==> src/thr_pkg.sv <==
// ----------------------------------------------------------------------------
// thr_pkg: shared constants and helpers of the telemetry history recorder
// Holds the record layout, the fixed constants and the divide-by-constant helpers.
// ----------------------------------------------------------------------------
package thr_pkg;

  localparam int unsigned RecordBytes = 22;
  localparam int unsigned RecordW     = RecordBytes * 8;
  // Bytes 1 to 18 of a record are packed and scaled from the input word.
  localparam int unsigned BodyW       = 18 * 8;
  localparam int unsigned SecondsW    = 24;

  localparam logic [SecondsW-1:0] SecondsWrap   = 24'd16000000;
  localparam logic [7:0]          ErrorInterval = 8'd5;
  localparam logic [7:0]          AmbientOffset = 8'd50;
  localparam logic [7:0]          DumpByte0     = 8'd1;

  // Configuration register indexes.
  localparam logic [1:0] CfgNormalInterval = 2'd0;
  localparam logic [1:0] CfgSleepInterval  = 2'd1;
  localparam logic [1:0] CfgTicksPerRecord = 2'd2;

  // Bits of the mode flags.
  localparam int unsigned ModeErrorBit = 0;
  localparam int unsigned ModeSleepBit = 1;

  // Reciprocal multipliers: exact floor quotients for every 16-bit dividend.
  localparam logic [32:0] Div100Mul = 33'd83887;  // ceil(2^23 / 100)
  localparam logic [31:0] Div10Mul  = 32'd52429;  // ceil(2^19 / 10)

  function automatic logic [15:0] div100(input logic [15:0] x);
    logic [32:0] p;
    p = 33'(x) * Div100Mul;
    return {6'd0, p[32:23]};
  endfunction

  function automatic logic [15:0] div10(input logic [15:0] x);
    logic [31:0] p;
    p = 32'(x) * Div10Mul;
    return {3'd0, p[31:19]};
  endfunction

endpackage

==> src/telemetry_history_recorder.sv <==
// ----------------------------------------------------------------------------
// telemetry_history_recorder: periodic telemetry record logger with error dump
// Packs a 22-byte record every ticks_per_record ticks, keeps it in a history
// ring and emits records at the active interval or as a full ring dump.
// ----------------------------------------------------------------------------
//
//  Channel  | Handshake                    | Word
//  ---------+------------------------------+-------------------------------------
//  input    | in_valid_i / in_ready_o      | one system tick of telemetry + mode
//  output   | out_valid_o / out_ready_i    | one 22-byte record, is_dump, last
//  config   | cfg_valid_i / cfg_ready_o    | register index and 8-bit data
//
// A tick that emits nothing goes from SWrite back to idle, whether or not a
// record is stored, and passes through SEmit when the periodic word goes out.
// A dump adds SDRead to start the ring read and then streams one ring row per
// cycle from the ring's single read port while the output is not stalled.
// Reset clears all control state and the ring's row valid bits at once, so no
// clearing pass is needed. A stalled output holds the sequencer in place; the
// next tick is taken while the last word waits.
//
module telemetry_history_recorder #(
  parameter int unsigned RING_DEPTH = 20
) (
  input  logic                        clk_i,
  input  logic                        rst_ni,

  input  logic                        in_valid_i,
  output logic                        in_ready_o,
  input  logic [7:0]                  stack_temp_i,
  input  logic [8:0]                  processor_temp_i,
  input  logic signed [7:0]           ambient_temp_i,
  input  logic [15:0]                 fc_peak_current_i,
  input  logic [15:0]                 min_fc_volts_i,
  input  logic [15:0]                 battery_centivolts_i,
  input  logic [15:0]                 air_flow_tenths_i,
  input  logic [7:0]                  fuel_flow_i,
  input  logic [15:0]                 min_output_volts_i,
  input  logic [15:0]                 load_peak_current_i,
  input  logic [15:0]                 status_bytes_i,
  input  logic [1:0]                  mode_flags_i,

  output logic                        out_valid_o,
  input  logic                        out_ready_i,
  output logic [63:0]                 record_low_o,
  output logic [63:0]                 record_mid_o,
  output logic [47:0]                 record_high_o,
  output logic                        is_dump_o,
  output logic                        last_o,

  input  logic                        cfg_valid_i,
  output logic                        cfg_ready_o,
  input  logic [1:0]                  cfg_index_i,
  input  logic [7:0]                  cfg_data_i
);
  import thr_pkg::*;

  localparam int unsigned RowW = $clog2(RING_DEPTH);
  localparam logic [RowW-1:0] LastRow = RowW'(RING_DEPTH - 1);

  // Sequencer states.
  localparam logic [2:0] SIdle  = 3'd0;  // waiting for a tick
  localparam logic [2:0] SWrite = 3'd1;  // store the record, update the mode
  localparam logic [2:0] SEmit  = 3'd2;  // hand the periodic record out
  localparam logic [2:0] SDRead = 3'd3;  // first ring read of a dump
  localparam logic [2:0] SDOut  = 3'd4;  // stream dump rows, one per cycle unless stalled

  logic [2:0] state_d, state_q;

  // Configuration registers.
  logic [7:0] normal_int_q, sleep_int_q;
  logic [6:0] tpr_q;

  // Recorder state.
  logic [6:0]          tick_d, tick_q;
  logic [RowW-1:0]     write_row_d, write_row_q;
  logic [7:0]          act_int_d, act_int_q;
  logic [7:0]          rsw_d, rsw_q;
  logic [SecondsW-1:0] secs_d, secs_q;
  logic                dump_done_d, dump_done_q;

  // Per-tick context.
  logic                hit_d, hit_q;
  logic                dump_go_d, dump_go_q;
  logic [1:0]          mode_d, mode_q;
  logic [RecordW-1:0]  rec_d, rec_q;
  logic [RowW-1:0]     dump_row_d, dump_row_q;
  logic [RowW-1:0]     dump_cnt_d, dump_cnt_q;

  // Output register.
  logic                out_valid_d, out_valid_q;
  logic [RecordW-1:0]  out_rec_d, out_rec_q;
  logic                out_dump_d, out_dump_q;
  logic                out_last_d, out_last_q;
  logic                out_load;
  logic                out_free;

  // Datapath.
  logic                in_fire;
  logic [6:0]          tick_inc;
  logic [BodyW-1:0]    body;
  logic [SecondsW-1:0] secs_plus, secs_next;
  logic [7:0]          rsw_inc;
  logic                emit;
  logic                err_mode, sleep_mode;
  logic [RowW-1:0]     row_after_write;
  logic [RecordW-1:0]  rec_new;
  logic                ring_we, ring_re;
  logic [RecordW-1:0]  ring_rdata;

  assign in_ready_o  = (state_q == SIdle);
  assign in_fire     = in_valid_i && in_ready_o;
  assign cfg_ready_o = 1'b1;
  assign out_free    = !out_valid_q || out_ready_i;

  assign tick_inc   = tick_q + 7'd1;
  assign err_mode   = mode_q[ModeErrorBit];
  assign sleep_mode = mode_q[ModeSleepBit];

  // The seconds count steps before packing and wraps back to zero.
  assign secs_plus = secs_q + 24'd1;
  assign secs_next = (secs_plus == SecondsWrap) ? '0 : secs_plus;

  assign rsw_inc = rsw_q + 8'd1;
  assign emit    = hit_q && (rsw_inc >= act_int_q);

  assign row_after_write = !hit_q ? write_row_q :
                           (write_row_q == LastRow) ? '0 : write_row_q + RowW'(1);

  // Byte 0 carries the interval in force before this tick's mode update.
  assign rec_new = {secs_next, body, act_int_q};

  thr_pack u_pack (
    .clk_i                (clk_i),
    .load_i               (in_fire),
    .stack_temp_i         (stack_temp_i),
    .processor_temp_i     (processor_temp_i),
    .ambient_temp_i       (ambient_temp_i),
    .fc_peak_current_i    (fc_peak_current_i),
    .min_fc_volts_i       (min_fc_volts_i),
    .battery_centivolts_i (battery_centivolts_i),
    .air_flow_tenths_i    (air_flow_tenths_i),
    .fuel_flow_i          (fuel_flow_i),
    .min_output_volts_i   (min_output_volts_i),
    .load_peak_current_i  (load_peak_current_i),
    .status_bytes_i       (status_bytes_i),
    .body_o               (body)
  );

  thr_ring #(
    .Depth (RING_DEPTH)
  ) u_ring (
    .clk_i   (clk_i),
    .rst_ni  (rst_ni),
    .we_i    (ring_we),
    .waddr_i (write_row_q),
    .wdata_i (rec_new),
    .re_i    (ring_re),
    .raddr_i (dump_row_q),
    .rdata_o (ring_rdata)
  );

  // Main sequencer. Each tick runs to completion before the next is taken.
  always_comb begin
    state_d     = state_q;
    tick_d      = tick_q;
    write_row_d = write_row_q;
    act_int_d   = act_int_q;
    rsw_d       = rsw_q;
    secs_d      = secs_q;
    dump_done_d = dump_done_q;
    hit_d       = hit_q;
    dump_go_d   = dump_go_q;
    mode_d      = mode_q;
    rec_d       = rec_q;
    dump_row_d  = dump_row_q;
    dump_cnt_d  = dump_cnt_q;
    ring_we     = 1'b0;
    ring_re     = 1'b0;
    out_load    = 1'b0;
    out_rec_d   = out_rec_q;
    out_dump_d  = out_dump_q;
    out_last_d  = out_last_q;

    unique case (state_q)
      SIdle: begin
        if (in_fire) begin
          // A record is due when the wrapped tick count meets the period.
          hit_d     = (tick_inc == tpr_q);
          tick_d    = (tick_inc == tpr_q) ? '0 : tick_inc;
          mode_d    = mode_flags_i;
          dump_go_d = mode_flags_i[ModeErrorBit] && !mode_flags_i[ModeSleepBit] &&
                      !dump_done_q;
          state_d   = SWrite;
        end
      end

      SWrite: begin
        rec_d = rec_new;
        if (hit_q) begin
          ring_we     = 1'b1;
          secs_d      = secs_next;
          write_row_d = row_after_write;
          rsw_d       = emit ? '0 : rsw_inc;
        end
        if (err_mode && !sleep_mode) begin
          act_int_d   = ErrorInterval;
          dump_done_d = 1'b1;
        end else begin
          act_int_d   = sleep_mode ? sleep_int_q : normal_int_q;
          dump_done_d = 1'b0;
        end
        // A dump starts at the oldest row, the one the next write would take.
        dump_row_d = row_after_write;
        dump_cnt_d = '0;
        if (emit) begin
          state_d = SEmit;
        end else if (dump_go_q) begin
          state_d = SDRead;
        end else begin
          state_d = SIdle;
        end
      end

      SEmit: begin
        if (out_free) begin
          out_load   = 1'b1;
          out_rec_d  = rec_q;
          out_dump_d = 1'b0;
          out_last_d = !dump_go_q;
          state_d    = dump_go_q ? SDRead : SIdle;
        end
      end

      SDRead: begin
        ring_re    = 1'b1;
        dump_row_d = (dump_row_q == LastRow) ? '0 : dump_row_q + RowW'(1);
        state_d    = SDOut;
      end

      SDOut: begin
        if (out_free) begin
          out_load   = 1'b1;
          out_rec_d  = {ring_rdata[RecordW-1:8], DumpByte0};
          out_dump_d = 1'b1;
          out_last_d = (dump_cnt_q == LastRow);
          if (dump_cnt_q == LastRow) begin
            state_d = SIdle;
          end else begin
            // Fetch the next row while this one goes out.
            ring_re    = 1'b1;
            dump_row_d = (dump_row_q == LastRow) ? '0 : dump_row_q + RowW'(1);
            dump_cnt_d = dump_cnt_q + RowW'(1);
          end
        end
      end

      default: begin
        state_d = SIdle;
      end
    endcase
  end

  always_comb begin
    if (out_load) begin
      out_valid_d = 1'b1;
    end else if (out_ready_i) begin
      out_valid_d = 1'b0;
    end else begin
      out_valid_d = out_valid_q;
    end
  end

  always_ff @(posedge clk_i or negedge rst_ni) begin
    if (!rst_ni) begin
      state_q      <= SIdle;
      normal_int_q <= 8'd1;
      sleep_int_q  <= 8'd60;
      tpr_q        <= 7'd100;
      tick_q       <= '0;
      write_row_q  <= '0;
      act_int_q    <= '0;
      rsw_q        <= '0;
      secs_q       <= '0;
      dump_done_q  <= 1'b0;
      hit_q        <= 1'b0;
      dump_go_q    <= 1'b0;
      mode_q       <= '0;
      dump_row_q   <= '0;
      dump_cnt_q   <= '0;
      out_valid_q  <= 1'b0;
    end else begin
      state_q     <= state_d;
      tick_q      <= tick_d;
      write_row_q <= write_row_d;
      act_int_q   <= act_int_d;
      rsw_q       <= rsw_d;
      secs_q      <= secs_d;
      dump_done_q <= dump_done_d;
      hit_q       <= hit_d;
      dump_go_q   <= dump_go_d;
      mode_q      <= mode_d;
      dump_row_q  <= dump_row_d;
      dump_cnt_q  <= dump_cnt_d;
      out_valid_q <= out_valid_d;
      if (cfg_valid_i) begin
        unique case (cfg_index_i)
          CfgNormalInterval: normal_int_q <= cfg_data_i;
          CfgSleepInterval:  sleep_int_q  <= cfg_data_i;
          CfgTicksPerRecord: tpr_q        <= cfg_data_i[6:0];
          default: ;
        endcase
      end
    end
  end

  // Payload registers carry no reset.
  always_ff @(posedge clk_i) begin
    rec_q      <= rec_d;
    out_rec_q  <= out_rec_d;
    out_dump_q <= out_dump_d;
    out_last_q <= out_last_d;
  end

  assign out_valid_o   = out_valid_q;
  assign record_low_o  = out_rec_q[63:0];
  assign record_mid_o  = out_rec_q[127:64];
  assign record_high_o = out_rec_q[175:128];
  assign is_dump_o     = out_dump_q;
  assign last_o        = out_last_q;

endmodule

==> src/thr_pack.sv <==
// ----------------------------------------------------------------------------
// thr_pack: record body packer
// Scales the telemetry of one tick and registers record bytes 1 to 18.
// ----------------------------------------------------------------------------
module thr_pack (
  input  logic                      clk_i,
  input  logic                      load_i,
  input  logic [7:0]                stack_temp_i,
  input  logic [8:0]                processor_temp_i,
  input  logic signed [7:0]         ambient_temp_i,
  input  logic [15:0]               fc_peak_current_i,
  input  logic [15:0]               min_fc_volts_i,
  input  logic [15:0]               battery_centivolts_i,
  input  logic [15:0]               air_flow_tenths_i,
  input  logic [7:0]                fuel_flow_i,
  input  logic [15:0]               min_output_volts_i,
  input  logic [15:0]               load_peak_current_i,
  input  logic [15:0]               status_bytes_i,
  output logic [thr_pkg::BodyW-1:0] body_o
);
  import thr_pkg::*;

  logic [BodyW-1:0] body_d, body_q;

  // Byte 1 sits at the least significant end of the body.
  always_comb begin
    body_d = {status_bytes_i,
              div100(load_peak_current_i),
              div100(min_output_volts_i),
              fuel_flow_i,
              air_flow_tenths_i,
              battery_centivolts_i,
              div10(min_fc_volts_i),
              div100(fc_peak_current_i),
              $unsigned(ambient_temp_i) + AmbientOffset,
              processor_temp_i[8:1],
              stack_temp_i};
  end

  always_ff @(posedge clk_i) begin
    if (load_i) begin
      body_q <= body_d;
    end
  end

  assign body_o = body_q;

endmodule

==> src/thr_ring.sv <==
// ----------------------------------------------------------------------------
// thr_ring: history ring memory
// One write and one registered read port; rows never written read as zero.
// ----------------------------------------------------------------------------
module thr_ring #(
  parameter int unsigned Depth = 20
) (
  input  logic                        clk_i,
  input  logic                        rst_ni,
  input  logic                        we_i,
  input  logic [$clog2(Depth)-1:0]    waddr_i,
  input  logic [thr_pkg::RecordW-1:0] wdata_i,
  input  logic                        re_i,
  input  logic [$clog2(Depth)-1:0]    raddr_i,
  output logic [thr_pkg::RecordW-1:0] rdata_o
);
  import thr_pkg::*;

  logic [RecordW-1:0] mem [Depth];
  logic [Depth-1:0]   row_valid_q;
  logic [RecordW-1:0] rdata_q;
  logic               rvalid_q;

  always_ff @(posedge clk_i) begin
    if (we_i) begin
      mem[waddr_i] <= wdata_i;
    end
    if (re_i) begin
      rdata_q <= mem[raddr_i];
    end
  end

  always_ff @(posedge clk_i or negedge rst_ni) begin
    if (!rst_ni) begin
      row_valid_q <= '0;
      rvalid_q    <= 1'b0;
    end else begin
      if (we_i) begin
        row_valid_q[waddr_i] <= 1'b1;
      end
      if (re_i) begin
        rvalid_q <= row_valid_q[raddr_i];
      end
    end
  end

  assign rdata_o = rvalid_q ? rdata_q : '0;

endmodule

==> config.mk <==
export PLATFORM = sky130hd
export DESIGN_NAME = telemetry_history_recorder
export DESIGN_NICKNAME = d
export VERILOG_FILES = /design/src/thr_pkg.sv /design/src/telemetry_history_recorder.sv /design/src/thr_pack.sv /design/src/thr_ring.sv
export SDC_FILE = /design/constraint.sdc
export NUM_CORES = 2
export LEC_CHECK = 0
export CELL_PAD_IN_SITES_DETAIL_PLACEMENT = 0
export CELL_PAD_IN_SITES_GLOBAL_PLACEMENT = 1
export CORE_ASPECT_RATIO = 2
export CORE_MARGIN = 4
export CORE_UTILIZATION = 45
export CTS_CLUSTER_SIZE = 40
export DETAILED_ROUTE_END_ITERATION = 12
export DONT_BUFFER_PORTS = 1
export PLACE_DENSITY_LB_ADDON = 0.1
export SETUP_SLACK_MARGIN = 0.2
export SYNTH_ARGS = -nofsm -noshare
export SYNTH_HDL_FRONTEND = slang
export SYNTH_HIERARCHICAL = 1
export SYNTH_SLANG_ARGS = --single-unit
==> constraint.sdc <==
create_clock -name clk_i -period 42.8 [get_ports clk_i]
set_clock_uncertainty 0.1 [all_clocks]
set_input_delay 4.28 -clock clk_i [delete_from_list [all_inputs] [get_ports clk_i]]
set_output_delay 4.28 -clock clk_i [all_outputs]
set_load 0.02 [all_outputs]
==> impl_metrics.csv <==
group,metric,value,unit
worst_setup_path,arrival,10200,ps
route,via_per_inst,5.82,
sta,rsz0062_at_grt,"false",
worst_setup_path,cp_max_fo,5,
worst_setup_path,startpoint,"min_output_volts_i[1]",
worst_setup_path,r2r_end,"u_ring/mem[2][90]",
power,p_sw,3.53,mW
worst_setup_path,cp.required,43300,ps
sta,fmax,103,MHz
sta,setup_tns,0,ps
floorplanning,design.core.area,387000,sq um
worst_setup_path,reg2reg_depth,11,
clock_network,clkLatencyLatePin,930,ps
min_path,hold_path_depth,0,
power,finalPower,11.2,mW
worst_setup_path,r2r_setup_slack,35780,ps
final_layout,stdcell_count,15000,
placed_design,dp.cells,14300,
worst_setup_path,crit_path_start_kind,"input pin",
grt,grt_max_degree,116,
worst_setup_path,cp-endpoint,"u_pack/body_o[105]",
yosys,synth_area_per_cell,18.4,sq um
power,p_per_area,58.2,nW/um^2
flow_run,max-cap-violations,0,
worst_setup_path,worstSetupPathType,"in2reg",
placed_design,dpl.hpwl,257000,um
placed_design,place_area,181000,sq um
route,drt_iter0_markers,7404,
floorplanning,ioPinCount,343,
clock_network,cts.sinks,4120,
route,ant_nets,0,
power,p_int,7.72,mW
power,p_comb_frac,0.235,
placed_design,pre_cts_slack,32130,ps
min_path,min_from,"act_int_q[2]",
final_layout,design_area,193000,sq um
placed_design,place.gp.congestion,0.817,
clock_network,numCtsBuffers,371,
route,wirelength,466000,um
floorplanning,core.rowCount,323,
grt,grt_pass1_wl,667000,um
final_layout,nFillCells,31800,
clock_network,cts_hold_buf,0,
grt,groute.usage.overall,0.231,
clock_network,cts_tree,"built",
sta,finalCritPeriodShare,0.227,
outcome,status,"finished clean",
worst_setup_path,r2r_start,"state_q[0]",
yosys,ys_warn_count,6,
sta,period_needed,9700,ps
sta,worstMarginPinSlew,1300,ps
floorplanning,fp.dieArea,400000,sq um
route,remaining_drc_errors,0,
worst_setup_path,crit_path_end_kind,"flop",
floorplanning,initial_core_util,0.452,
placed_design,portBuffers,0,
route,detail_route.first_pass.iterations,6,
clock_network,cts_setup_buffers,0,
power,p_clk_frac,0.293,
grt,antenna_found_initial,40,
sta,relSlewSlack,0.110,
clock_network,cts.reportedPaths.clkPinSlew,70,ps
route,via_count,87400,
clock_network,cts.path.max_buffers,4,
grt,overflow,0,
power,power_leakage,64.2,nW
final_layout,area_growth,10.3,%
clock_network,htreeDepth,5,
power,vdd_drop_max,0.0000513,V
power,p_seq_frac,0.471,
final_layout,fin_util,0.499,
sta,final_max_slew_viol_count,0,
clock_network,cts-root-buf,"clkbuf_16",
sta,final.setup.worst_slack,33100,ps
final_layout,fin_nets,10800,
floorplanning,die_w,449,um
clock_network,ctsResizeCount,0,
route,wl_per_cell,31.0,um
grt,grt_pass1_vias,93600,
power,p_sw_frac,0.314,
sta,hold_slack,339,ps
min_path,hold_class,"reg2reg",
sta,setup_viol,0,
sta,finalHoldViolations,0,
final_layout,drive_above_1_share,0.171,
floorplanning,die_h,890,um
yosys,synthesis.instances,9528,
yosys,syn_area,175000,sq um
[metal layers]
layer / track usage / up-vias / wire [um]
met5: 0 / - / 108
li1: - / 36900 / -
met1: 0.293 / 47200 / 181000
met4: 0.0618 / 16 / 13000
met3: 0.0392 / 664 / 28600
met2: 0.412 / 2574 / 243000
[final cells by class]
cell class                 instances  area (sq um)  share of cell area
antenna                            6          15.0           0.0000777
timing repair buffer             196          1670             0.00865
clock inverter                   215          2010              0.0104
sequential                      4120        123000               0.637
inverter                         697          2650              0.0137
multi-input combinational       4297         47700               0.247
tap                             5037          6300              0.0326
clock buffer                     454          9720              0.0503
[placed cells by master, fill, tap and decap left out, drive strengths merged, types with 16 or more instances in the layout]
cell type / instances
buf: 196
fa: 372
o22ai: 234
xnor2: 51
ha: 544
a21oi: 177
nand3: 51
dfrtp: 107
bufinv: 32
a21o: 37
xor2: 55
nand4: 25
a221oi: 24
edfxtp: 4005
mux4: 702
nor3: 26
conb: 22
mux2: 195
inv: 711
nor2: 251
and2: 181
a2111oi: 69
or2: 32
nand2: 608
clkinv: 158
nand2b: 18
clkbuf: 454
mux2i: 383
o21ai: 70
and3: 16
[power by group through the flow]
stage / Clock [mW] / Combinational, mW / Sequential [mW]
finish: 3.30 / 2.65 / 5.30
global route: 3.54 / 2.99 / 5.35
CTS: 3.38 / 2.72 / 5.31
detailed placement: 0 / 2.70 / 5.40
global placement: 0 / 2.69 / 5.37
floorplan: 0 / 1.67 / 5.31
[state kept, by name, indices dropped and copies added, names as in the netlist, 2 cells and up]
signal / count
tick_q: 7
out_rec_q: 176
u_ring/row_valid_q: 20
normal_int_q: 8
u_pack/body_o: 123
act_int_q: 8
write_row_q: 5
rsw_q: 8
sleep_int_q: 8
dump_cnt_q: 5
secs_q: 24
state_q: 3
u_ring/rdata_q: 168
u_ring/mem: 3360
tpr_q: 7
mode_q: 2
dump_row_q: 5
rec_q: 176
[worst min-delay path by stage]
stage                     endpoint  slack (ps)
after detailed placement  rec_q[2]         340
after global placement    rec_q[6]         330
after floorplan           rec_q[1]         320
final                     rec_q[2]         340
after global routing      rec_q[2]         360
after CTS                 rec_q[2]         340
[worst max-delay path: stages]
cell and delay, ps:
fa_1 640, inv_1 80, fa_1 490, inv_1 60, fa_1 460, ha_1 380
fa_1 570, inv_1 60, fa_1 540, inv_1 40, ha_1 330, a21o_1 170
a21oi_1 180, o21bai_1 80, o311a_1 310, o2111ai_1 340, a41oi_1 260, o2111a_1 290
a211oi_1 630
Note: power is estimated with default switching activity, not from simulation.
